[src/rtl/wnm_pkg.sv]
// Shared constants for the wildcard name matcher: byte codes, register
// indexes and fixed field widths. No dependencies.
`default_nettype none

package wnm_pkg;

  // Pattern storage is fixed at four 64-bit register words.
  localparam int WORD_COUNT      = 4;
  localparam int WORD_W          = 64;
  localparam int BYTE_W          = 8;
  localparam int LEN_RAW_W       = 6;
  localparam int CFG_INDEX_W     = 3;
  localparam int PATTERN_MAX_DEF = 32;

  localparam logic [BYTE_W-1:0] STAR_BYTE = 8'h2A;
  localparam logic [BYTE_W-1:0] NUL_BYTE  = 8'h00;

  // Configuration register indexes.
  localparam logic [CFG_INDEX_W-1:0] REG_PATTERN_WORD_0 = 3'd0;
  localparam logic [CFG_INDEX_W-1:0] REG_PATTERN_WORD_1 = 3'd1;
  localparam logic [CFG_INDEX_W-1:0] REG_PATTERN_WORD_2 = 3'd2;
  localparam logic [CFG_INDEX_W-1:0] REG_PATTERN_WORD_3 = 3'd3;
  localparam logic [CFG_INDEX_W-1:0] REG_PATTERN_LENGTH = 3'd4;

endpackage

`default_nettype wire

[src/rtl/wnm_cfg.sv]
// Pattern register file and the per-position masks derived from it.
// Depends on wnm_pkg.
`default_nettype none

module wnm_cfg #(
  parameter int PATTERN_MAX = wnm_pkg::PATTERN_MAX_DEF
) (
  input  wire logic                                clk,
  input  wire logic                                rst,
  input  wire logic                                wr_en,
  input  wire logic [wnm_pkg::CFG_INDEX_W-1:0]     wr_index,
  input  wire logic [wnm_pkg::WORD_W-1:0]          wr_data,
  output logic [PATTERN_MAX-1:0][wnm_pkg::BYTE_W-1:0] pat_bytes,
  output logic [PATTERN_MAX-1:0]                   in_use,
  output logic [PATTERN_MAX-1:0]                   star_mask,
  output logic [PATTERN_MAX:0]                     keep_mask,
  output logic [$clog2(PATTERN_MAX+1)-1:0]         used_len
);
  import wnm_pkg::*;

  localparam int LEN_W    = $clog2(PATTERN_MAX + 1);
  localparam int STORED_B = WORD_COUNT * WORD_W / BYTE_W;

  logic [WORD_COUNT-1:0][WORD_W-1:0] words;
  logic [LEN_RAW_W-1:0]              len_raw;

  always_ff @(posedge clk) begin
    if (rst) begin
      words   <= '0;
      len_raw <= '0;
    end else if (wr_en) begin
      unique case (wr_index)
        REG_PATTERN_WORD_0: words[0] <= wr_data;
        REG_PATTERN_WORD_1: words[1] <= wr_data;
        REG_PATTERN_WORD_2: words[2] <= wr_data;
        REG_PATTERN_WORD_3: words[3] <= wr_data;
        REG_PATTERN_LENGTH: len_raw  <= wr_data[LEN_RAW_W-1:0];
        default: ;  // unknown index, write dropped
      endcase
    end
  end

  // Lengths past the maximum clamp to it.
  always_comb begin
    if (len_raw > LEN_RAW_W'(PATTERN_MAX)) begin
      used_len = LEN_W'(PATTERN_MAX);
    end else begin
      used_len = len_raw[LEN_W-1:0];
    end
  end

  for (genvar p = 0; p < PATTERN_MAX; p++) begin : g_pos
    if (p < STORED_B) begin : g_stored
      localparam int WI = p / (WORD_W / BYTE_W);
      localparam int BI = p % (WORD_W / BYTE_W);
      assign pat_bytes[p] = words[WI][BI*BYTE_W +: BYTE_W];
    end else begin : g_blank
      assign pat_bytes[p] = NUL_BYTE;  // no register behind this position
    end
    assign in_use[p]    = LEN_W'(p) < used_len;
    assign star_mask[p] = in_use[p] && (pat_bytes[p] == STAR_BYTE);
  end

  for (genvar p = 0; p <= PATTERN_MAX; p++) begin : g_keep
    assign keep_mask[p] = LEN_W'(p) <= used_len;
  end

endmodule

`default_nettype wire

[src/rtl/wnm_closure.sv]
// Star closure of a live-position set: a live star also makes the next
// position live. Log-depth prefix network. Depends on wnm_pkg.
`default_nettype none

module wnm_closure #(
  parameter int PATTERN_MAX = wnm_pkg::PATTERN_MAX_DEF
) (
  input  wire logic [PATTERN_MAX:0]   set_in,
  input  wire logic [PATTERN_MAX-1:0] star_mask,
  input  wire logic [PATTERN_MAX:0]   keep_mask,
  output logic [PATTERN_MAX:0]        set_out
);
  import wnm_pkg::*;

  localparam int W   = PATTERN_MAX + 1;
  localparam int LVL = $clog2(W);

  // gen: reachable bits; prop: run of stars feeding each position
  logic [LVL:0][W-1:0] gen;
  logic [LVL:0][W-1:0] prop;

  assign gen[0]  = set_in & keep_mask;
  assign prop[0] = {star_mask, 1'b0};

  for (genvar k = 0; k < LVL; k++) begin : g_lvl
    for (genvar i = 0; i < W; i++) begin : g_bit
      if (i >= (1 << k)) begin : g_span
        assign gen[k+1][i]  = gen[k][i] | (prop[k][i] & gen[k][i-(1<<k)]);
        assign prop[k+1][i] = prop[k][i] & prop[k][i-(1<<k)];
      end else begin : g_pass
        assign gen[k+1][i]  = gen[k][i];
        assign prop[k+1][i] = prop[k][i];
      end
    end
  end

  assign set_out = gen[LVL];

endmodule

`default_nettype wire

[src/rtl/wnm_nfa.sv]
// Live-position register and the one-byte advance of the matcher.
// Depends on wnm_pkg and wnm_closure.
`default_nettype none

module wnm_nfa #(
  parameter int PATTERN_MAX = wnm_pkg::PATTERN_MAX_DEF
) (
  input  wire logic                                   clk,
  input  wire logic                                   rst,
  input  wire logic                                   step,
  input  wire logic [wnm_pkg::BYTE_W-1:0]             byte_in,
  input  wire logic [PATTERN_MAX-1:0][wnm_pkg::BYTE_W-1:0] pat_bytes,
  input  wire logic [PATTERN_MAX-1:0]                 in_use,
  input  wire logic [PATTERN_MAX-1:0]                 star_mask,
  input  wire logic [PATTERN_MAX:0]                   keep_mask,
  input  wire logic [$clog2(PATTERN_MAX+1)-1:0]       used_len,
  output logic                                        hit
);
  import wnm_pkg::*;

  localparam int W = PATTERN_MAX + 1;

  logic [W-1:0] live;
  logic [W-1:0] live_next;
  logic [W-1:0] cur;
  logic [W-1:0] adv;

  // Re-close with the current pattern; it may have changed since the last byte.
  wnm_closure #(.PATTERN_MAX(PATTERN_MAX)) u_close_cur (
    .set_in    (live),
    .star_mask (star_mask),
    .keep_mask (keep_mask),
    .set_out   (cur)
  );

  for (genvar p = 0; p < W; p++) begin : g_adv
    logic stay;
    logic move;
    if (p < PATTERN_MAX) begin : g_stay
      assign stay = cur[p] & star_mask[p];
    end else begin : g_nostay
      assign stay = 1'b0;
    end
    if (p > 0) begin : g_move
      assign move = cur[p-1] & in_use[p-1] & ~star_mask[p-1]
                  & (pat_bytes[p-1] == byte_in);
    end else begin : g_nomove
      assign move = 1'b0;
    end
    assign adv[p] = stay | move;
  end

  wnm_closure #(.PATTERN_MAX(PATTERN_MAX)) u_close_next (
    .set_in    (adv),
    .star_mask (star_mask),
    .keep_mask (keep_mask),
    .set_out   (live_next)
  );

  assign hit = cur[used_len];

  always_ff @(posedge clk) begin
    if (rst) begin
      live <= W'(1);
    end else if (step) begin
      if (byte_in == NUL_BYTE) begin
        live <= W'(1);  // name done, back to start
      end else begin
        live <= live_next;
      end
    end
  end

endmodule

`default_nettype wire

[src/rtl/wildcard_name_matcher.sv]
// Wildcard name matcher top level: handshake stages, pattern registers and
// the position-set automaton. Depends on wnm_pkg, wnm_cfg, wnm_nfa.
//
// Usage
//   in channel  : name_byte words, one name byte each; a zero byte ends the
//                 name and asks for a result. Pattern '*' matches any run.
//   out channel : one matched word per name, given for the zero byte only.
//   cfg channel : cfg_index 0..3 load pattern words (byte 8k in the low
//                 bits), 4 loads the length. cfg_ready is always high;
//                 other indexes are dropped. Write while no name is open.
// Timing
//   Every byte is taken into an input register, then combinational logic
//   (closure prefix network plus byte compares) updates the live-position
//   register. One byte per cycle sustained unless a held result stalls a zero
//   byte; out_valid rises once the zero byte leaves the input register.
// Stall
//   A held result stalls only a following zero byte in the input register;
//   non-zero bytes keep flowing since they make no word.
// Reset
//   rst (synchronous) clears the pattern, sets length zero, empties both
//   stages and leaves only the start position live.
`default_nettype none

module wildcard_name_matcher #(
  parameter int PATTERN_MAX = wnm_pkg::PATTERN_MAX_DEF
) (
  input  wire logic                            clk,
  input  wire logic                            rst,
  input  wire logic                            in_valid,
  output logic                                 in_ready,
  input  wire logic [7:0]                      name_byte,
  output logic                                 out_valid,
  input  wire logic                            out_ready,
  output logic                                 matched,
  input  wire logic                            cfg_valid,
  output logic                                 cfg_ready,
  input  wire logic [wnm_pkg::CFG_INDEX_W-1:0] cfg_index,
  input  wire logic [wnm_pkg::WORD_W-1:0]      cfg_data
);
  import wnm_pkg::*;

  localparam int LEN_W = $clog2(PATTERN_MAX + 1);

  logic [PATTERN_MAX-1:0][BYTE_W-1:0] pat_bytes;
  logic [PATTERN_MAX-1:0]             in_use;
  logic [PATTERN_MAX-1:0]             star_mask;
  logic [PATTERN_MAX:0]               keep_mask;
  logic [LEN_W-1:0]                   used_len;

  // Input register stage
  logic              s1_valid;
  logic [BYTE_W-1:0] s1_byte;
  logic              s1_is_end;
  logic              s1_fire;
  logic              hit;

  assign cfg_ready = 1'b1;

  wnm_cfg #(.PATTERN_MAX(PATTERN_MAX)) u_cfg (
    .clk       (clk),
    .rst       (rst),
    .wr_en     (cfg_valid & cfg_ready),
    .wr_index  (cfg_index),
    .wr_data   (cfg_data),
    .pat_bytes (pat_bytes),
    .in_use    (in_use),
    .star_mask (star_mask),
    .keep_mask (keep_mask),
    .used_len  (used_len)
  );

  assign s1_is_end = (s1_byte == NUL_BYTE);
  // End byte needs the output register free; other bytes never wait.
  assign s1_fire   = s1_valid && (!s1_is_end || !out_valid || out_ready);
  assign in_ready  = !s1_valid || s1_fire;

  always_ff @(posedge clk) begin
    if (rst) begin
      s1_valid <= 1'b0;
    end else if (in_ready) begin
      s1_valid <= in_valid;
    end
  end

  always_ff @(posedge clk) begin
    if (in_valid && in_ready) begin
      s1_byte <= name_byte;
    end
  end

  wnm_nfa #(.PATTERN_MAX(PATTERN_MAX)) u_nfa (
    .clk       (clk),
    .rst       (rst),
    .step      (s1_fire),
    .byte_in   (s1_byte),
    .pat_bytes (pat_bytes),
    .in_use    (in_use),
    .star_mask (star_mask),
    .keep_mask (keep_mask),
    .used_len  (used_len),
    .hit       (hit)
  );

  // Result register
  always_ff @(posedge clk) begin
    if (rst) begin
      out_valid <= 1'b0;
    end else if (s1_fire && s1_is_end) begin
      out_valid <= 1'b1;
    end else if (out_ready) begin
      out_valid <= 1'b0;
    end
  end

  always_ff @(posedge clk) begin
    if (s1_fire && s1_is_end) begin
      matched <= hit;
    end
  end

  // Checks
  a_plain_byte_flows: assert property (@(posedge clk) disable iff (rst)
    s1_valid && !s1_is_end |-> s1_fire)
    else $error("non-end byte stalled in input stage");

  a_accept_fills_stage: assert property (@(posedge clk) disable iff (rst)
    in_valid && in_ready |=> s1_valid)
    else $error("accepted byte lost from input stage");

  a_result_from_end: assert property (@(posedge clk) disable iff (rst)
    $rose(out_valid) |-> $past(s1_valid && s1_is_end))
    else $error("result word without an end byte");

  a_end_held_on_stall: assert property (@(posedge clk) disable iff (rst)
    s1_valid && s1_is_end && out_valid && !out_ready |=> s1_valid && s1_is_end)
    else $error("end byte dropped while result stalled");

endmodule

`default_nettype wire
[config.mk]
export PLATFORM = sky130hd
export DESIGN_NAME = wildcard_name_matcher
export DESIGN_NICKNAME = d
export VERILOG_FILES = /design/src/rtl/wnm_pkg.sv /design/src/rtl/wnm_cfg.sv /design/src/rtl/wnm_closure.sv /design/src/rtl/wnm_nfa.sv /design/src/rtl/wildcard_name_matcher.sv
export SDC_FILE = /design/constraint.sdc
export NUM_CORES = 1
export LEC_CHECK = 0
export ABC_AREA = 1
export BUFFER_PORTS_ARGS = -buffer_cell sky130_fd_sc_hd__buf_2
export CAP_MARGIN = 10
export CORE_AREA = 2 2 175 177
export CTS_BUF_LIST = sky130_fd_sc_hd__clkbuf_4 sky130_fd_sc_hd__clkbuf_8
export CTS_CLUSTER_SIZE = 12
export DETAILED_ROUTE_END_ITERATION = 6
export DIE_AREA = 0 0 177 179
export HOLD_SLACK_MARGIN = 0.1
export PLACE_DENSITY = 0.82
export RECOVER_POWER = 50
export SLEW_MARGIN = 20
export SYNTH_ARGS = -nofsm -noshare
export SYNTH_HDL_FRONTEND = slang
export SYNTH_SLANG_ARGS = --single-unit
[constraint.sdc]
create_clock -name clk -period 3 [get_ports clk]
set_input_delay 0.15 -clock clk [delete_from_list [all_inputs] [get_ports clk]]
set_output_delay 0.15 -clock clk [all_outputs]
set_load 0.01 [all_outputs]
==> flow_metrics.py, run 1 <==
metrics = {
    "logic_synthesis": {
        "netlist_instances": 2961,
        "synth_area_per_cell_um2": 6.44,
        "syn_area_um2": 19100,
        "synthTopCellsByArea": "dfxtp_1 (31%), nand2_1 (12%), nor2_1 (9.0%)",
        "synth-edff-count": 9,
        "ys.flop_type": "dfxtp_1",
        "ys_warn_count": 0,
        "synthArstFlopShare_pct": 0,
        "ys_ff_latch": 306,
        "ys_seq_area_share_pct": 32.6,
        "yosysTopAreaCell": "dfxtp_1",
        "synth.distinct_cells": 56,
        "synth_top_area_share_pct": 31.2,
        "syn_nets": 3041,
    },
    "placed_design": {
        "dpl_cell_area_um2": 23000,
        "io_buffers": 82,
        "hpwlAfterDp_um": 63400,
        "routabilityCongestion": 1.27,
    },
    "floorplanning": {
        "die_h_um": 179,
        "rows": 64,
        "io_pins": 84,
        "die_x_um": 177,
        "initial_core_util_pct": 63.5,
    },
    "cts": {
        "clk_path_buf_depth": 3,
        "clockRootBuffer": "clkbuf_8",
        "cts_buffers": 51,
        "clkSinkCount": 306,
        "cts-htree-levels": 2,
    },
    "global_route": {
        "grt_util_all_layers_pct": 88.6,
        "grt_max_degree": 115,
        "grt_overflow_total": 426,
    },
    "run_status": {
        "stop_stage": "global routing (5_1_grt)",
        "first-error": "[ERROR GRT-0232] Routing congestion too high. Check the congestion heatmap in the GUI.",
        "status": "aborted with a tool error",
    },
}
layer usage:
layer,track usage (%),overflow
met4,94.1,151
met3,76.7,30
met2,99.9,228
met5,55.1,1
met1,87.4,16
logic make-up after synthesis:
kind of cell	share of synthesized area, %
AO/OA/AOI/OAI	14.8
XOR/XNOR	9.79
buffers and inverters	9.31
flip-flops	32.6
other	0.0197
AND/OR/NAND/NOR	33.4
synth_stat cells (16+ instances only):
| cell type | n |
|---|---|
| inv_1 | 308 |
| nand3_2 | 16 |
| nor2_1 | 455 |
| nand3_1 | 114 |
| clkbuf_1 | 93 |
| nand2_2 | 36 |
| xor2_1 | 54 |
| a21oi_1 | 216 |
| nor2_2 | 21 |
| nand2_1 | 613 |
| dfxtp_1 | 297 |
| xnor2_1 | 159 |
| nor4_1 | 23 |
| buf_2 | 24 |
| o21ai_0 | 285 |
| nand4_1 | 85 |
| nor3_1 | 31 |
stage by stage:
step / setup slack, ns / hold WS [ns] / util (%) / std cells
3_5_place_dp: -0.303 / 0.329 / 76.5 / 3745
2_1_floorplan: 0.517 / 0.219 / - / 2961
4_1_cts: -0.00352 / 0.139 / 83.8 / 3921
3_3_place_gp: -0.323 / 0.326 / 76.5 / 3745
timing repair:
action                                  4_1_cts
hold buffers                                 75
hold endpoints to repair                    273
endpoints found under the setup margin       23
gates resized for setup                      76
gates cloned                                  1
pin swaps                                    14
buffers inserted                              8
==> run 2: changes to the inputs <==
CORE_AREA = 2 2 222 224   (was 2 2 175 177)
CTS_BUF_LIST = not set   (was sky130_fd_sc_hd__clkbuf_4 sky130_fd_sc_hd__clkbuf_8)
CTS_CLUSTER_SIZE = not set   (was 12)
DIE_AREA = 0 0 224 226   (was 0 0 177 179)
HOLD_SLACK_MARGIN = not set   (was 0.1)
PLACE_DENSITY = not set   (was 0.82)
PLACE_DENSITY_LB_ADDON = 0.15   (was not set)
==> run 2 against run 1 <==
  * Area after synthesis unchanged
  * Synthesized cell count unchanged
  * The flow now finishes, with violations (max-capacitance violations, max-slew violations, negative setup slack)
==> flow_metrics.py, run 2 <==
metrics = {
    "run_status": {
        "violations": "max-capacitance violations, max-slew violations, negative setup slack",
        "status": "finished with violations",
    },
    "global_route": {
        "grt_antenna_before_repair": 1,
        "grt_pass1_wl_um": 132000,
        "grt_overflow_total": 0,
        "grt_max_degree": 129,
        "grt_pass1_vias": 21800,
        "grt_util_all_layers_pct": 34.6,
    },
    "route": {
        "viasPerCell": 5.30,
        "remaining_drc_errors": 0,
        "drt_iter0_markers": 2146,
        "drt-pass1-iter-count": 6,
        "vias": 22900,
        "finalWirelength_um": 89100,
        "postRouteAntennaNets": 0,
        "wire_per_inst_um": 20.6,
    },
    "critical_path": {
        "required_ns": 3.44,
        "slowest_stage": "dfxtp_4",
        "cp_max_fo": 5,
        "start_kind": "register",
        "cp-startpoint": "u_cfg.len_raw[5]",
        "r2r_slack_ns": -0.14,
        "critPathBufInv": 6,
        "regToRegStartpoint": "u_cfg.len_raw[5]",
        "slowest_delay_ns": 0.39,
        "worstSetupPathType": "reg2reg",
        "path_cells": "inv_8 > buf_6 > nand3_4 > buf_6 > o21ai_4 > nand2_4 > nor2_4 > inv_2 > nor2_4 > buf_6 > nand2_4 > nor3_4 > nand2_2 > nand2_4 > nand2_1 > a31o_2 > nand3_1 > o21ai_1 > buf_4 > nand2_2",
        "arrival_ns": 3.58,
        "endpoint_kind": "register",
        "crit_family": "simple AND/OR/NAND/NOR gates",
    },
    "logic_synthesis": {
        "synth.most_common_cell": "nand2_1",
        "synth-edff-count": 9,
        "synthMuxAreaShare_pct": 0,
        "ys_warn_count": 0,
        "ys_top_cells_by_count": "nand2_1 (613), nor2_1 (455), inv_1 (308), dfxtp_1 (297), o21ai_0 (285)",
        "synth-compound-area-share_pct": 14.8,
        "netlist_instances": 2961,
        "synthArstFlopShare_pct": 0,
        "synth_top_area_share_pct": 31.2,
        "synth_area_per_cell_um2": 6.44,
        "synthTopCellsByArea": "dfxtp_1 (31%), nand2_1 (12%), nor2_1 (9.0%)",
        "ys_ff_latch": 306,
        "yosys.area_share.simple_pct": 33.4,
        "synth-xor-area-share_pct": 9.79,
        "syn_area_um2": 19100,
        "ys.flop_type": "dfxtp_1",
        "synth_top_family_by_area": "simple AND/OR/NAND/NOR gates",
        "synth.distinct_cells": 56,
        "yosys.area_share.adder_pct": 0,
        "yosysTopAreaCell": "dfxtp_1",
        "ys_seq_area_share_pct": 32.6,
        "syn_nets": 3041,
    },
    "finish": {
        "final_common_cell": "buf_4",
        "largest_register_ffs": 256,
        "layout_common_cells": "buf_4 (590), nand2_1 (496), nor2_1 (411)",
        "syn_to_final_growth_pct": 47.2,
        "nets": 3747,
        "drive_above_1_share_pct": 30.9,
    },
    "floorplanning": {
        "dieArea_um2": 50600,
        "initial_core_util_pct": 39.4,
        "die_x_um": 224,
        "rows": 81,
        "io_pins": 84,
        "core_um2": 48300,
        "die_h_um": 226,
    },
    "placed_design": {
        "io_buffers": 82,
        "dp_slack_ns": -0.895,
        "hpwlAfterDp_um": 68300,
        "routabilityCongestion": 1.05,
    },
    "sta": {
        "hold_violations": 0,
        "layout_setup_ws_ns": -0.141,
        "setup_viol": 12,
        "fin_skew_ns": 0.0157,
        "drv_slew": 349,
        "worst_pin_slew_ns": 2.28,
        "tns_ns": -0.818,
        "max_freq_mhz": 318,
        "min_period_over_period_pct": 105,
        "timing.final.crit_period_ns": 3.14,
        "hold_ws_ns": 0.0556,
        "rsz0062_at_grt": "true",
        "relSlewSlack_pct": -52.0,
    },
    "cts": {
        "clkSinkCount": 306,
        "cts_buffers": 38,
        "cts.clk_slew.worst_paths_ns": 0.06,
        "tritoncts": "done",
        "insertion_delay_ns": 0.57,
        "clk_path_buf_depth": 3,
        "cts-htree-levels": 2,
        "clockRootBuffer": "clkbuf_16",
    },
    "power_and_ir_drop": {
        "irDropWorstVdd_v": 0.000464,
        "cellPowerDensity_nw_per_um2": 384,
        "p_leak_nw": 12.4,
        "fin_total_pwr_mw": 10.8,
    },
    "hold_path": {
        "worstHoldStart": "cfg_data[5]",
        "min_path_type": "in2reg",
    },
    "flow_run": {
        "cap_violations": 5,
    },
}
run 2: cell counts after synthesis:
No cell type changed its count.
run 2: routing by layer:
metal | vias to the layer above | track usage, % | share of wire [%]
li1 | 11000 | - | -
met1 | 10800 | 43.1 | 41
met2 | 865 | 57.4 | 45
met3 | 241 | 5.74 | 7.0
met4 | 0 | 18.5 | 6.1
met5 | - | 0 | 0
run 2: cells by family after synthesis:
group                     Yosys count
buffers and inverters             456
DFF                               306
other                               1
xor gates and xnor gates          213
AOI/OAI and AO/OA                 545
and+or+nand+nor                  1440
run 2: stage by stage:
| stage | cell area (µm²) | std cells | util [%] |
|---|---|---|---|
| finish | 28100 | 4317 | 58.0 |
| global route | 28100 | 4316 | 58.0 |
| CTS | 27400 | 4298 | 56.6 |
| detailed placement | 24300 | 4108 | 50.3 |
| global placement | 24300 | 4108 | 50.3 |
| floorplan | 19100 | 2961 | - |
run 2: layout make-up:
cell class / count / area (µm²)
inverter: 326 / 1250
timing repair inverter: 1 / 6.26
multi-input combinational: 2200 / 12300
clock inverter: 9 / 100
timing repair buffer: 794 / 6260
clock buffer: 58 / 1120
tap: 622 / 778
fill: 4664 / 20300
antenna: 1 / 2.50
sequential: 306 / 6220
run 2: timing repair:
action,CTS,global route
resized for setup,195,185
setup endpoints to repair,24,23
gates cloned,1,1
hold buffers,73,0
hold endpoints to repair,244,0
pin swaps,66,74
buffers inserted,49,17
run 2: worst reg2reg max path: stages (launching register included):
cell	delay, ns
dfxtp_4	0.39
inv_8	0.09
buf_6	0.12
nand3_4	0.14
buf_6	0.18
o21ai_4	0.20
nand2_4	0.10
nor2_4	0.20
inv_2	0.09
nor2_4	0.12
buf_6	0.12
nand2_4	0.05
nor3_4	0.20
nand2_2	0.15
nand2_4	0.14
nand2_1	0.10
a31o_2	0.25
nand3_1	0.09
o21ai_1	0.07
buf_4	0.14
nand2_2	0.06
run 2: power breakdown:
part	internal, mW	switching (mW)
combinational	0.809	1.04
sequential	4.22	0.0956
clock	2.66	1.94
run 2: path summary, 6_finish.rpt:
kind / end / cells past startpoint
hold / removal: u_cfg.len_raw[5] / 3
setup reg to reg: matched / 20
setup / recovery: matched / 20
hold reg to reg: u_cfg.pat_bytes[53] / 2
Note: power is estimated with default switching activity, not from simulation.
